`config.mk`:
```
export PLATFORM = sky130hd
export DESIGN_NAME = life_generation_row_stream_unit_flat
export DESIGN_NICKNAME = d
export VERILOG_FILES = /design/src/rtl/lgr_pkg.sv /design/src/rtl/lgr_if.sv /design/src/rtl/lgr_cell.sv /design/src/rtl/lgr_out_queue.sv /design/src/rtl/life_generation_row_stream_unit.sv /design/src/flat_wrapper.sv
export SDC_FILE = /design/constraint.sdc
export NUM_CORES = 1
export LEC_CHECK = 0
export BUFFER_PORTS_ARGS = -buffer_cell sky130_fd_sc_hd__buf_2
export CELL_PAD_IN_SITES_DETAIL_PLACEMENT = 1
export CELL_PAD_IN_SITES_GLOBAL_PLACEMENT = 1
export CORE_ASPECT_RATIO = 1.25
export CORE_UTILIZATION = 40
export CTS_CLUSTER_SIZE = 14
export DETAILED_ROUTE_END_ITERATION = 10
export PLACE_DENSITY_LB_ADDON = 0.2
export SETUP_SLACK_MARGIN = 0.2
export SLEW_MARGIN = 15
export SYNTH_ARGS = -nofsm -noshare
export SYNTH_HDL_FRONTEND = slang
export SYNTH_HIERARCHICAL = 1
export SYNTH_SLANG_ARGS = --single-unit
```
`constraint.sdc`:
```
create_clock -name clk -period 17.64 [get_ports clk]
set_input_delay 0 -clock clk [delete_from_list [all_inputs] [get_ports clk]]
set_output_delay 0 -clock clk [all_outputs]
set_load 0.005 [all_outputs]
```
`src/rtl/lgr_pkg.sv`:
```
// Shared types and constants for the Life generation row stream block.
package lgr_pkg;

    // Board row width in bits, fixed by the row fields.
    localparam int unsigned ROW_BITS = 64;

    // Width of the row width register.
    localparam int unsigned WIDTH_BITS = 7;

    // Reset value of the row width register.
    localparam logic [WIDTH_BITS-1:0] WIDTH_RESET = 7'd64;

    // Result queue depth and its pointer and level widths.
    localparam int unsigned OUT_DEPTH = 4;
    localparam int unsigned OUT_PTR_W = 2;
    localparam int unsigned OUT_CNT_W = 3;

    // Largest level at which a row may still be taken (room for two items).
    localparam logic [OUT_CNT_W-1:0] OUT_TAKE_MAX = 3'(OUT_DEPTH - 2);

    // Life rule counts.
    localparam logic [3:0] BIRTH_COUNT   = 4'd3;
    localparam logic [3:0] SURVIVE_COUNT = 4'd2;

    // Bits that one column shows to its neighbours.
    typedef struct packed {
        logic up;
        logic mid;
        logic row;
    } col_bits_t;

    // Row handling commands sent to every column.
    typedef struct packed {
        logic load;
        logic clear;
    } cell_ctrl_t;

    // One result item.
    typedef struct packed {
        logic [ROW_BITS-1:0] cells;
        logic                done;
    } result_t;

endpackage

```
`src/rtl/lgr_if.sv`:
```
// Handshake channels for board rows in and next-generation rows out.
interface lgr_row_if;
    logic                              valid;
    logic                              ready;
    logic [lgr_pkg::ROW_BITS-1:0]      row_cells;
    logic                              last_row;

    modport source (output valid, output row_cells, output last_row, input ready);
    modport sink (input valid, input row_cells, input last_row, output ready);
endinterface

interface lgr_gen_if;
    logic                              valid;
    logic                              ready;
    logic [lgr_pkg::ROW_BITS-1:0]      next_cells;
    logic                              frame_done;

    modport source (output valid, output next_cells, output frame_done, input ready);
    modport sink (input valid, input next_cells, input frame_done, output ready);
endinterface

```
`src/rtl/lgr_cell.sv`:
```
// One board column: holds the two previous rows' bits and applies the Life rule.
module lgr_cell
(
    input  logic               clk,
    input  logic               rst_n,
    input  lgr_pkg::cell_ctrl_t ctrl,
    input  logic               row_bit,
    input  logic               active,
    input  lgr_pkg::col_bits_t left,
    input  lgr_pkg::col_bits_t right,
    output lgr_pkg::col_bits_t here,
    output logic               gen_mid,
    output logic               gen_last
);

    logic       up_reg;
    logic       up_next;
    logic       mid_reg;
    logic       mid_next;
    logic [3:0] count_mid;
    logic [3:0] count_last;

    // Show held bits and the arriving bit to the neighbours
    assign here = '{up: up_reg, mid: mid_reg, row: row_bit};

    // Count neighbours around the held middle row
    assign count_mid = 4'(left.up) + 4'(up_reg) + 4'(right.up)
                     + 4'(left.mid) + 4'(right.mid)
                     + 4'(left.row) + 4'(row_bit) + 4'(right.row);

    // Count neighbours around the arriving row, dead row below
    assign count_last = 4'(left.mid) + 4'(mid_reg) + 4'(right.mid)
                      + 4'(left.row) + 4'(right.row);

    // Apply birth on three, survival on two or three
    assign gen_mid = active && ((count_mid == lgr_pkg::BIRTH_COUNT)
                     || (mid_reg && (count_mid == lgr_pkg::SURVIVE_COUNT)));
    assign gen_last = active && ((count_last == lgr_pkg::BIRTH_COUNT)
                      || (row_bit && (count_last == lgr_pkg::SURVIVE_COUNT)));

    // Shift rows down on a load, drop them at the frame end
    always_comb
    begin
        up_next  = up_reg;
        mid_next = mid_reg;
        if (ctrl.clear)
        begin
            up_next  = 1'b0;
            mid_next = 1'b0;
        end
        else if (ctrl.load)
        begin
            up_next  = mid_reg;
            mid_next = row_bit;
        end
    end

    always_ff @(posedge clk or negedge rst_n)
    begin
        if (!rst_n)
        begin
            up_reg  <= 1'b0;
            mid_reg <= 1'b0;
        end
        else
        begin
            up_reg  <= up_next;
            mid_reg <= mid_next;
        end
    end

endmodule

```
`src/rtl/lgr_out_queue.sv`:
```
// Result queue that takes up to two items a cycle and gives one while out_ready is high.
module lgr_out_queue
(
    input  logic             clk,
    input  logic             rst_n,
    input  logic             push_a,
    input  logic             push_b,
    input  lgr_pkg::result_t item_a,
    input  lgr_pkg::result_t item_b,
    output logic             has_room,
    output logic             out_valid,
    input  logic             out_ready,
    output lgr_pkg::result_t out_item
);

    lgr_pkg::result_t                 entry_reg [lgr_pkg::OUT_DEPTH];
    logic [lgr_pkg::OUT_PTR_W-1:0]    wr_ptr_reg;
    logic [lgr_pkg::OUT_PTR_W-1:0]    wr_ptr_next;
    logic [lgr_pkg::OUT_PTR_W-1:0]    rd_ptr_reg;
    logic [lgr_pkg::OUT_PTR_W-1:0]    rd_ptr_next;
    logic [lgr_pkg::OUT_CNT_W-1:0]    level_reg;
    logic [lgr_pkg::OUT_CNT_W-1:0]    level_next;
    logic [lgr_pkg::OUT_CNT_W-1:0]    push_n;
    logic                             pop;
    lgr_pkg::result_t                 first_item;

    assign push_n     = lgr_pkg::OUT_CNT_W'(push_a) + lgr_pkg::OUT_CNT_W'(push_b);
    assign first_item = push_a ? item_a : item_b;
    assign out_valid  = (level_reg != '0);
    assign out_item   = entry_reg[rd_ptr_reg];
    assign pop        = out_valid && out_ready;
    assign has_room   = (level_reg <= lgr_pkg::OUT_TAKE_MAX);

    // Advance pointers and level
    always_comb
    begin
        wr_ptr_next = wr_ptr_reg + lgr_pkg::OUT_PTR_W'(push_n);
        rd_ptr_next = rd_ptr_reg + lgr_pkg::OUT_PTR_W'(pop);
        level_next  = level_reg + push_n - lgr_pkg::OUT_CNT_W'(pop);
    end

    always_ff @(posedge clk or negedge rst_n)
    begin
        if (!rst_n)
        begin
            wr_ptr_reg <= '0;
            rd_ptr_reg <= '0;
            level_reg  <= '0;
        end
        else
        begin
            wr_ptr_reg <= wr_ptr_next;
            rd_ptr_reg <= rd_ptr_next;
            level_reg  <= level_next;
        end
    end

    // Store one or two items at the write pointer
    always_ff @(posedge clk)
    begin
        if (push_n != '0)
        begin
            entry_reg[wr_ptr_reg] <= first_item;
        end
        if (push_a && push_b)
        begin
            entry_reg[wr_ptr_reg + lgr_pkg::OUT_PTR_W'(1)] <= item_b;
        end
    end

    // No push beyond the free space
    assert property (@(posedge clk) disable iff (!rst_n)
        (push_n != '0) |-> (level_reg <= lgr_pkg::OUT_CNT_W'(lgr_pkg::OUT_DEPTH) - push_n))
        else $error("result queue overflow");

    // Level tracks pushes and pops
    assert property (@(posedge clk) disable iff (!rst_n)
        1'b1 |=> (level_reg == $past(level_reg) + $past(push_n) - lgr_pkg::OUT_CNT_W'($past(pop))))
        else $error("result queue level out of step");

endmodule

```
`src/rtl/life_generation_row_stream_unit.sv`:
```
// Top level: one Life generation over a board streamed in row by row.
//
// Rows enter on row_in, top row first, with last_row set on the bottom row.
// Next-generation rows leave on gen_out; frame_done marks the bottom one.
// The first row of a frame gives no item; each later row gives the next
// state of the row above it, and the bottom row gives a second item, its
// own next state, with frame_done set. A one-row board gives one item.
// cfg_we / cfg_wdata write the active width; columns at or above it are
// dead, with zero taken as one and larger values as MAX_COLUMNS. Write it only while the block is idle.
// Throughput: one row per cycle while the result queue has room, set by the
// column cells, which hold the two previous rows and evaluate both possible
// results in the accepting cycle. The bottom row adds a second item, which
// gen_out sends after the first. An item is visible on gen_out the cycle
// after its row is accepted if the four-item result queue was empty.
// row_in.ready is high while the queue holds at most two items, so a
// stalled receiver stops row intake once the queue holds three or more items, with no loss.
// Reset clears the held rows, empties the queue and sets the width to 64.
module life_generation_row_stream_unit
#(
    parameter int unsigned MAX_COLUMNS = 64
)
(
    input  logic                              clk,
    input  logic                              rst_n,
    lgr_row_if.sink                           row_in,
    lgr_gen_if.source                         gen_out,
    input  logic                              cfg_we,
    input  logic [lgr_pkg::WIDTH_BITS-1:0]    cfg_wdata
);

    localparam logic [lgr_pkg::WIDTH_BITS-1:0] MaxWidth = lgr_pkg::WIDTH_BITS'(MAX_COLUMNS);

    logic [lgr_pkg::WIDTH_BITS-1:0] row_width_reg;
    logic [lgr_pkg::WIDTH_BITS-1:0] eff_width;
    logic                           frame_open_reg;
    logic                           frame_open_next;
    logic                           take;
    logic                           has_room;
    lgr_pkg::cell_ctrl_t            ctrl;
    lgr_pkg::col_bits_t             col_bits [MAX_COLUMNS];
    logic [lgr_pkg::ROW_BITS-1:0]   gen_mid;
    logic [lgr_pkg::ROW_BITS-1:0]   gen_last;
    lgr_pkg::result_t               item_a;
    lgr_pkg::result_t               item_b;
    lgr_pkg::result_t               out_item;

    // Hold the width register
    always_ff @(posedge clk or negedge rst_n)
    begin
        if (!rst_n)
        begin
            row_width_reg <= lgr_pkg::WIDTH_RESET;
        end
        else if (cfg_we)
        begin
            row_width_reg <= cfg_wdata;
        end
    end

    // Clamp the width to the column range
    always_comb
    begin
        eff_width = row_width_reg;
        if (row_width_reg == '0)
        begin
            eff_width = lgr_pkg::WIDTH_BITS'(1);
        end
        else if (row_width_reg > MaxWidth)
        begin
            eff_width = MaxWidth;
        end
    end

    assign take          = row_in.valid && row_in.ready;
    assign row_in.ready  = has_room;
    assign ctrl.load     = take;
    assign ctrl.clear    = take && row_in.last_row;

    // Track whether the frame has a row held
    always_comb
    begin
        frame_open_next = frame_open_reg;
        if (take)
        begin
            frame_open_next = !row_in.last_row;
        end
    end

    always_ff @(posedge clk or negedge rst_n)
    begin
        if (!rst_n)
        begin
            frame_open_reg <= 1'b0;
        end
        else
        begin
            frame_open_reg <= frame_open_next;
        end
    end

    // Build the chain of column cells
    for (genvar c = 0; c < lgr_pkg::ROW_BITS; c++)
    begin : g_col
        if (c < MAX_COLUMNS)
        begin : g_cell
            logic               active;
            lgr_pkg::col_bits_t left;
            lgr_pkg::col_bits_t right;

            assign active = (lgr_pkg::WIDTH_BITS'(c) < eff_width);
            assign left   = (c == 0) ? '0 : col_bits[(c == 0) ? 0 : c - 1];
            assign right  = (c == MAX_COLUMNS - 1) ? '0
                          : col_bits[(c == MAX_COLUMNS - 1) ? c : c + 1];

            lgr_cell u_cell
            (
                .clk      (clk),
                .rst_n    (rst_n),
                .ctrl     (ctrl),
                .row_bit  (row_in.row_cells[c] && active),
                .active   (active),
                .left     (left),
                .right    (right),
                .here     (col_bits[c]),
                .gen_mid  (gen_mid[c]),
                .gen_last (gen_last[c])
            );
        end
        else
        begin : g_dead
            assign gen_mid[c]  = 1'b0;
            assign gen_last[c] = 1'b0;
        end
    end

    assign item_a = '{cells: gen_mid, done: 1'b0};
    assign item_b = '{cells: gen_last, done: 1'b1};

    // Queue results toward the receiver
    lgr_out_queue u_queue
    (
        .clk       (clk),
        .rst_n     (rst_n),
        .push_a    (take && frame_open_reg),
        .push_b    (take && row_in.last_row),
        .item_a    (item_a),
        .item_b    (item_b),
        .has_room  (has_room),
        .out_valid (gen_out.valid),
        .out_ready (gen_out.ready),
        .out_item  (out_item)
    );

    assign gen_out.next_cells = out_item.cells;
    assign gen_out.frame_done = out_item.done;

    // The bottom row closes the frame
    assert property (@(posedge clk) disable iff (!rst_n)
        (take && row_in.last_row) |=> !frame_open_reg)
        else $error("frame still open after bottom row");

    // Any row that yields an item leaves something to send
    assert property (@(posedge clk) disable iff (!rst_n)
        (take && (frame_open_reg || row_in.last_row)) |=> gen_out.valid)
        else $error("result item missing after row");

    // A first row that is not the bottom opens the frame and sends nothing new
    assert property (@(posedge clk) disable iff (!rst_n)
        (take && !frame_open_reg && !row_in.last_row) |=> frame_open_reg)
        else $error("frame did not open on first row");

endmodule

```
`src/flat_wrapper.sv`:
```
// flat-port wrapper written by rule: the top's interface ports become plain ports
module life_generation_row_stream_unit_flat 
#(
    parameter int unsigned MAX_COLUMNS = 64
)
  (clk, rst_n, cfg_we, cfg_wdata, row_in_valid, row_in_row_cells, row_in_last_row, row_in_ready, gen_out_valid, gen_out_next_cells, gen_out_frame_done, gen_out_ready);
  lgr_row_if row_in_i ();
  lgr_gen_if gen_out_i ();
  input  logic clk;
  input  logic rst_n;
  input  logic cfg_we;
  input  logic [lgr_pkg::WIDTH_BITS-1:0] cfg_wdata;
  input wire logic [$bits(row_in_i.valid)-1:0] row_in_valid;
  input wire logic [$bits(row_in_i.row_cells)-1:0] row_in_row_cells;
  input wire logic [$bits(row_in_i.last_row)-1:0] row_in_last_row;
  output wire logic [$bits(row_in_i.ready)-1:0] row_in_ready;
  output wire logic [$bits(gen_out_i.valid)-1:0] gen_out_valid;
  output wire logic [$bits(gen_out_i.next_cells)-1:0] gen_out_next_cells;
  output wire logic [$bits(gen_out_i.frame_done)-1:0] gen_out_frame_done;
  input wire logic [$bits(gen_out_i.ready)-1:0] gen_out_ready;
  assign row_in_i.valid = row_in_valid;
  assign row_in_i.row_cells = row_in_row_cells;
  assign row_in_i.last_row = row_in_last_row;
  assign row_in_ready = row_in_i.ready;
  assign gen_out_valid = gen_out_i.valid;
  assign gen_out_next_cells = gen_out_i.next_cells;
  assign gen_out_frame_done = gen_out_i.frame_done;
  assign gen_out_i.ready = gen_out_ready;
  life_generation_row_stream_unit #(.MAX_COLUMNS(MAX_COLUMNS)) u_core (.clk(clk), .rst_n(rst_n), .row_in(row_in_i), .gen_out(gen_out_i), .cfg_we(cfg_we), .cfg_wdata(cfg_wdata));
endmodule
```
Word level (Yosys, flattened, before mapping)
Memories as Yosys holds them, arrays and structs flattened.
Cells that the tools add are included.

cells by class
  reduce and logical (&&, ||, !) cells = 458
  equality and inequality tests = 256
  add/sub/neg operators = 698
  mux-type cells = 263
  magnitude comparators = 66

operators with widths
  operator            number
  $add 4x1->4         440
  $eq 4x2->1 const B  252
  $logic_and 1x1->1   325
  $mux 1              260
  $add 1x1->2         127
  $add 3x1->4         62
  $lt 6x7->1 const A  32
  $add 2x1->3         64
  $logic_or 1x1->1    128
  $lt 5x7->1 const A  16
  $mux 65             1
  $lt 4x7->1 const A  8
  $lt 3x7->1 const A  4
  $lt 1x7->1 const A  2
  $lt 2x7->1 const A  2
  $mux 7              2
  $eq 3x2->1 const B  4
  $gt 7x7->1 const B  1
  $logic_not 7->1     1
  $reduce_bool 3->1   2
  $add 3x3->3         1
  $le 3x2->1 const B  1
  $sub 3x1->3         1
  $add 2x1->2         1
  other kinds (4)     4

word-level totals
  logic and storage cells = 1875
  register bits = 143
  output and inout bits = 67
  bits of input ports = 77
  memories kept = 1
  RAM bits = 260

memory list
  memory                    depth  bits a word  read ports  clocked after Yosys merged registers in  wr ports  line                 source
  u_core.u_queue.entry_reg  4      65           1           0                                        2         lgr_out_queue.sv:16  lgr_pkg::result_t entry_reg [lgr_pkg::OUT_DEPTH];

Depth between registers and ports, before layout
  word-level depth = 13
  gate-level depth with buffers = 17
  gate-level depth less buffers = 15

By module
Netlist, hierarchy kept.

modules (own cells, without submodules)
  module                                          area an instance (sq um)  seq. area each (sq um)  cells an instance  times used
  lgr_cell at u_core.g_col[0].g_cell.u_cell ...   381.6                     50.0                    41                 44
  lgr_out_queue                                   13883.3                   7982.7                  992                1
  lgr_cell at u_core.g_col[16].g_cell.u_cell ...  366.6                     50.0                    41                 20
  life_generation_row_stream_unit                 1491.4                    201.4                   232                1

Worst setup path after synthesis
OpenSTA, ideal clock, no wires.

  path type = register to register
  start = register u_core/u_queue/level_reg[0] in the netlist's numbering
  end = memory u_core/u_queue/entry_reg[1][0] in the netlist's numbering, enable pin
  cell stages (with the launch flop) = 7
  required time = 17055 ps
  setup time = 585 ps
  period minus slack after synthesis = 9025 ps
  path buffers = 1
  arrival = 8440 ps
  path slack = 8615 ps
  cell sequence = dfrtp_1 a21oi_1 and3_1 ha_1 buf_2 nor2_1 a211oi_1

RTL lines
  element                 line                 source
  start, declared         lgr_out_queue.sv:21  logic [lgr_pkg::OUT_CNT_W-1:0] level_reg;
  start signal, assigned  lgr_out_queue.sv:54  level_reg <= level_next;
  end, declared           lgr_out_queue.sv:16

==> results.txt <==
The total setup buffers inserted after CTS came out at 0. The total of max-cap violations is 0. The reg-to-reg critical path startpoint is u_core/row_width_reg[2]$_DFFE_PN0P_. The number of max-slew violations in the final report came out at 0. Before CTS, the worst setup slack after placement is approximately 12 ns. The final design utilization is 43.6%. The count of pins on the block boundary came out at 144.

The ratio of cells with drive above 1 in the final layout came out at 9.99%. The layout filler cell count is 10900. The number of library cell types mapped by synthesis is between 50 and 60. Across all setup checks in the final design, the least slack found is between 10 and 15 ns.

The number of clock sinks came out at 403. After routing, the total negative slack on setup checks comes to 0 ns. The arrival time of the worst setup path came out at a little over 6 ns. The flow ran to the end, but the final reports show violations. The final worst hold slack is -0.00790 ns.

The maximum root-to-sink buffer count came out at 3. The final total power is 8.11 mW. The post-cts sizing count came out at 0. The number of failing setup endpoints in the final timing report is 0. The area of the core came out at 97700 um^2.

The total congestion overflow after global routing came out at 0. The number of global-route vias before repair is 30800. Detailed routing inserted a total of 27800 vias. The fraction of the cycle the final worst path needs came out at 32.3%. The kind of start point of the critical path is a register. The combined area of all synthesized cells is 39500 um^2. Once placement finished, the instance area stood at 40100 um^2. The number of cells on the worst reg-to-reg path is 14.

Between clock sinks in the finished design, the worst skew comes to between 0.02 and 0.025 ns. In the final routed layout, each cell accounts on average for 22.2 um. The register with the most flip-flops in the layout has 260 of them. The highest clock frequency the design can meet is 176 MHz. The switching power is 3.75 mW.

The relative area change from synthesis to final layout came out at 7.85%. The antenna diode count is 0. The maximum net fanout on the critical path is 23. The clock group share of total power is between 10% and 20%. The final design area excluding fillers came out at 42600 um^2. Clock-pin slew was measured on the worst setup and hold paths at 0.06 ns. The share of the Yosys chip area taken by registers is 28.8%. After the last flow step, the layout net total stands at roughly 4600. The area share of the largest cell type after synthesis came out at 19.8%. Counting the buffers created by CTS gives 50. The final critical delay including setup and external delays came out at 5.69 ns. Yosys printed 6 warnings.

The first detailed-routing pass ran for 5 iterations. The total half-perimeter wirelength after legalization and detailed placement is 80800 um. Among all flip-flop cells after synthesis, the most frequent one is sky130_fd_sc_hd__edfxtp_1.

The last weighted congestion value of the routability-driven placer came out at a little over 0.8. STA classifies the critical path endpoint as a register. The worst register-to-register path ends at u_core/u_queue/entry_reg[1][47]$_DFFE_PP_.

The count of state elements after synthesis is 403. Net switching is between 40 and 50% of the power. Setup repair after global routing left no endpoint under its margin. In this run the core area contains between 100 and 150 standard-cell rows. The tree is rooted in a sky130_fd_sc_hd__clkbuf_16. The number of hold-slack violations in the final timing report came out at 7. The most common library cell in the layout ignoring fill and taps is sky130_fd_sc_hd__inv_1.

Of the total power, registers draw a little under a quarter. The count of hold-fix buffers inserted at cts came out at 85. The floorplan step defined a die boundary enclosing 100000 um^2.

The measured slew at the worst slew-check pin came out at 1.14 ns. The post-synthesis instance total is between 3000 and 4000. The initial antenna violation count is 1. By area the synthesized netlist is led by sky130_fd_sc_hd__edfxtp_1 20%, sky130_fd_sc_hd__fa_1 20%, sky130_fd_sc_hd__inv_1 9.3%.

The initial standard-cell utilization of the core came out at 40.4%. The leakage power came out at around 20 nW. The post-detailed-route DRC marker count is 0. The number of vias per cell after detailed routing came out at 5.36. The number of antenna-violating nets in the routed design is 0. The first-pass GRT wire length came out at ~180000 um. The routed design has 115000 um of wire. The largest net degree at the start of global routing came out at 88.

Measured along the x axis, the die boundary spans 283 um. The number of enable flip-flop cells after synthesis is 260. In this run the tool buffered the top-level ports with between 100 and 150 buffer cells. Combinational logic burns 64.1% of the power. For the worst setup path, the data required time is 18.05 ns. The checks that failed: hold timing. The ratio of total power to cell area is between 150 and 200 nW/um^2. The deepest level of the CTS H-tree is 2.

The setup slack of the most critical reg-to-reg path is 11.95 ns. The synthesized area per cell came out at approximately 10 um^2. The die span in y came out at 353 um.

The worst setup path is of the register to register kind. TritonCTS built the clock tree. The peak supply drop came out at 0.0830 mV.

The worst-skew pair later-pin latency came out at 0.63 ns. The async set or reset register ratio after synthesis is 35.5%. The global-route usage over all layers came out at 23.4%. sky130_fd_sc_hd__edfxtp_1 takes more of the synthesized area than any other cell. The internal power is around 4.4 mW. The headroom to the max-slew limit came out at 24.0%. The violation count after the first detailed-routing iteration is ~1400.

The class of the tightest hold or removal check is input port to asynchronous set/reset pin. The library cells used most frequently in the layout, excluding fill and tap cells, are 974 x sky130_fd_sc_hd__inv_1, 385 x sky130_fd_sc_hd__fa_1, 261 x sky130_fd_sc_hd__ha_1.
metrics by stage:
step,cells,hold WS [ns]
2_1_floorplan,3859,-0.296
3_3_place_gp,5015,0.0678
3_5_place_dp,5015,0.0743
4_1_cts,5194,0.00331
5_1_grt,5194,0.0451
6_report,5194,-0.00790
final cells by class:
cell class                      count  area [um^2]  share of cell area, %
Timing Repair Buffer              254         1770                   4.15
Clock buffer                       63         1360                   3.20
Clock inverter                     31          303                  0.711
Multi-Input combinational cell   2166        22500                   52.7
Sequential cell                   403        11400                   26.8
Tap cell                         1300         1630                   3.82
Inverter                          977         3670                   8.63
per-layer routing:
layer / global-route usage, % / part of all wire (%)
met1: 30.4 / 44
met2: 41.9 / 51
met3: 1.94 / 2.9
met4: 5.63 / 2.2
met5: 0 / 0.0095
kinds of logic after synthesis:
kind of cell | synth area share, %
fa+ha+maj | 27.8
other cells | 0.0190
xor+xnor | 0.155
simple gates | 9.06
compound gates | 12.5
mux | 7.06
flops | 28.8
buf+inv | 14.6
how the worst max path moves through the flow:
stage	start	endpoint	slack, ns	depth (start not counted)
floorplan	u_core/u_queue/level_reg[0]$_DFF_PN0_	u_core/u_queue/entry_reg[1][0]$_DFFE_PP_	8.61	6
global placement	u_core/row_width_reg[4]$_DFFE_PN0P_	u_core/u_queue/entry_reg[0][15]$_DFFE_PP_	12.09	14
detailed placement	u_core/row_width_reg[6]$_DFFE_PN1P_	u_core/u_queue/entry_reg[1][46]$_DFFE_PP_	12.00	14
CTS	u_core/row_width_reg[6]$_DFFE_PN1P_	u_core/u_queue/entry_reg[0][46]$_DFFE_PP_	11.96	14
global route	u_core/row_width_reg[3]$_DFFE_PN0P_	u_core/u_queue/entry_reg[0][26]$_DFFE_PP_	11.70	14
finish	u_core/row_width_reg[2]$_DFFE_PN0P_	u_core/u_queue/entry_reg[1][47]$_DFFE_PP_	11.95	14
power by group through the flow:
stage / clock network [mW] / logic (mW) / registers (mW)
after global routing: 1.13 / 5.99 / 1.89
after global placement: 0 / 4.99 / 1.86
after CTS: 1.10 / 5.28 / 1.85
after floorplan: 0 / 4.16 / 1.65
after detailed placement: 0 / 5.19 / 1.87
final: 1.07 / 5.20 / 1.84
cells in the mapped netlist (all sizes together) (4+ instances only):
| master | number |
|---|---|
| a21boi | 7 |
| ha | 261 |
| o21bai | 9 |
| a21oi | 49 |
| and2 | 44 |
| edfxtp | 260 |
| or2 | 69 |
| inv | 977 |
| o211ai | 64 |
| o211a | 44 |
| and3 | 5 |
| nand2b | 135 |
| nor2 | 141 |
| dfrtp | 142 |
| mux4 | 65 |
| a21o | 7 |
| mux2i | 128 |
| o21a | 7 |
| a211oi | 111 |
| mux2 | 4 |
| nand2 | 229 |
| clkbuf | 39 |
| xnor2 | 6 |
| nand3b | 44 |
| nor2b | 4 |
| nor3 | 5 |
| o21ai | 25 |
| o31ai | 5 |
| fa | 385 |
| buf | 274 |
| o221ai | 260 |
| nand3 | 25 |
critical path, stage by stage, from the launching register on:
cell	delay (ns)
sky130_fd_sc_hd__dfrtp_1	0.82
sky130_fd_sc_hd__nand4b_1	0.55
sky130_fd_sc_hd__o21ai_0	0.75
sky130_fd_sc_hd__and2_1	0.29
sky130_fd_sc_hd__inv_1	0.10
sky130_fd_sc_hd__fa_1	0.56
sky130_fd_sc_hd__fa_1	0.43
sky130_fd_sc_hd__fa_1	0.50
sky130_fd_sc_hd__inv_1	0.05
sky130_fd_sc_hd__ha_1	0.19
sky130_fd_sc_hd__fa_1	0.41
sky130_fd_sc_hd__o211a_1	0.25
sky130_fd_sc_hd__a211oi_2	0.19
sky130_fd_sc_hd__nand2_1	0.14
sky130_fd_sc_hd__o221ai_1	0.26
Power figures use the tool's default switching activity.
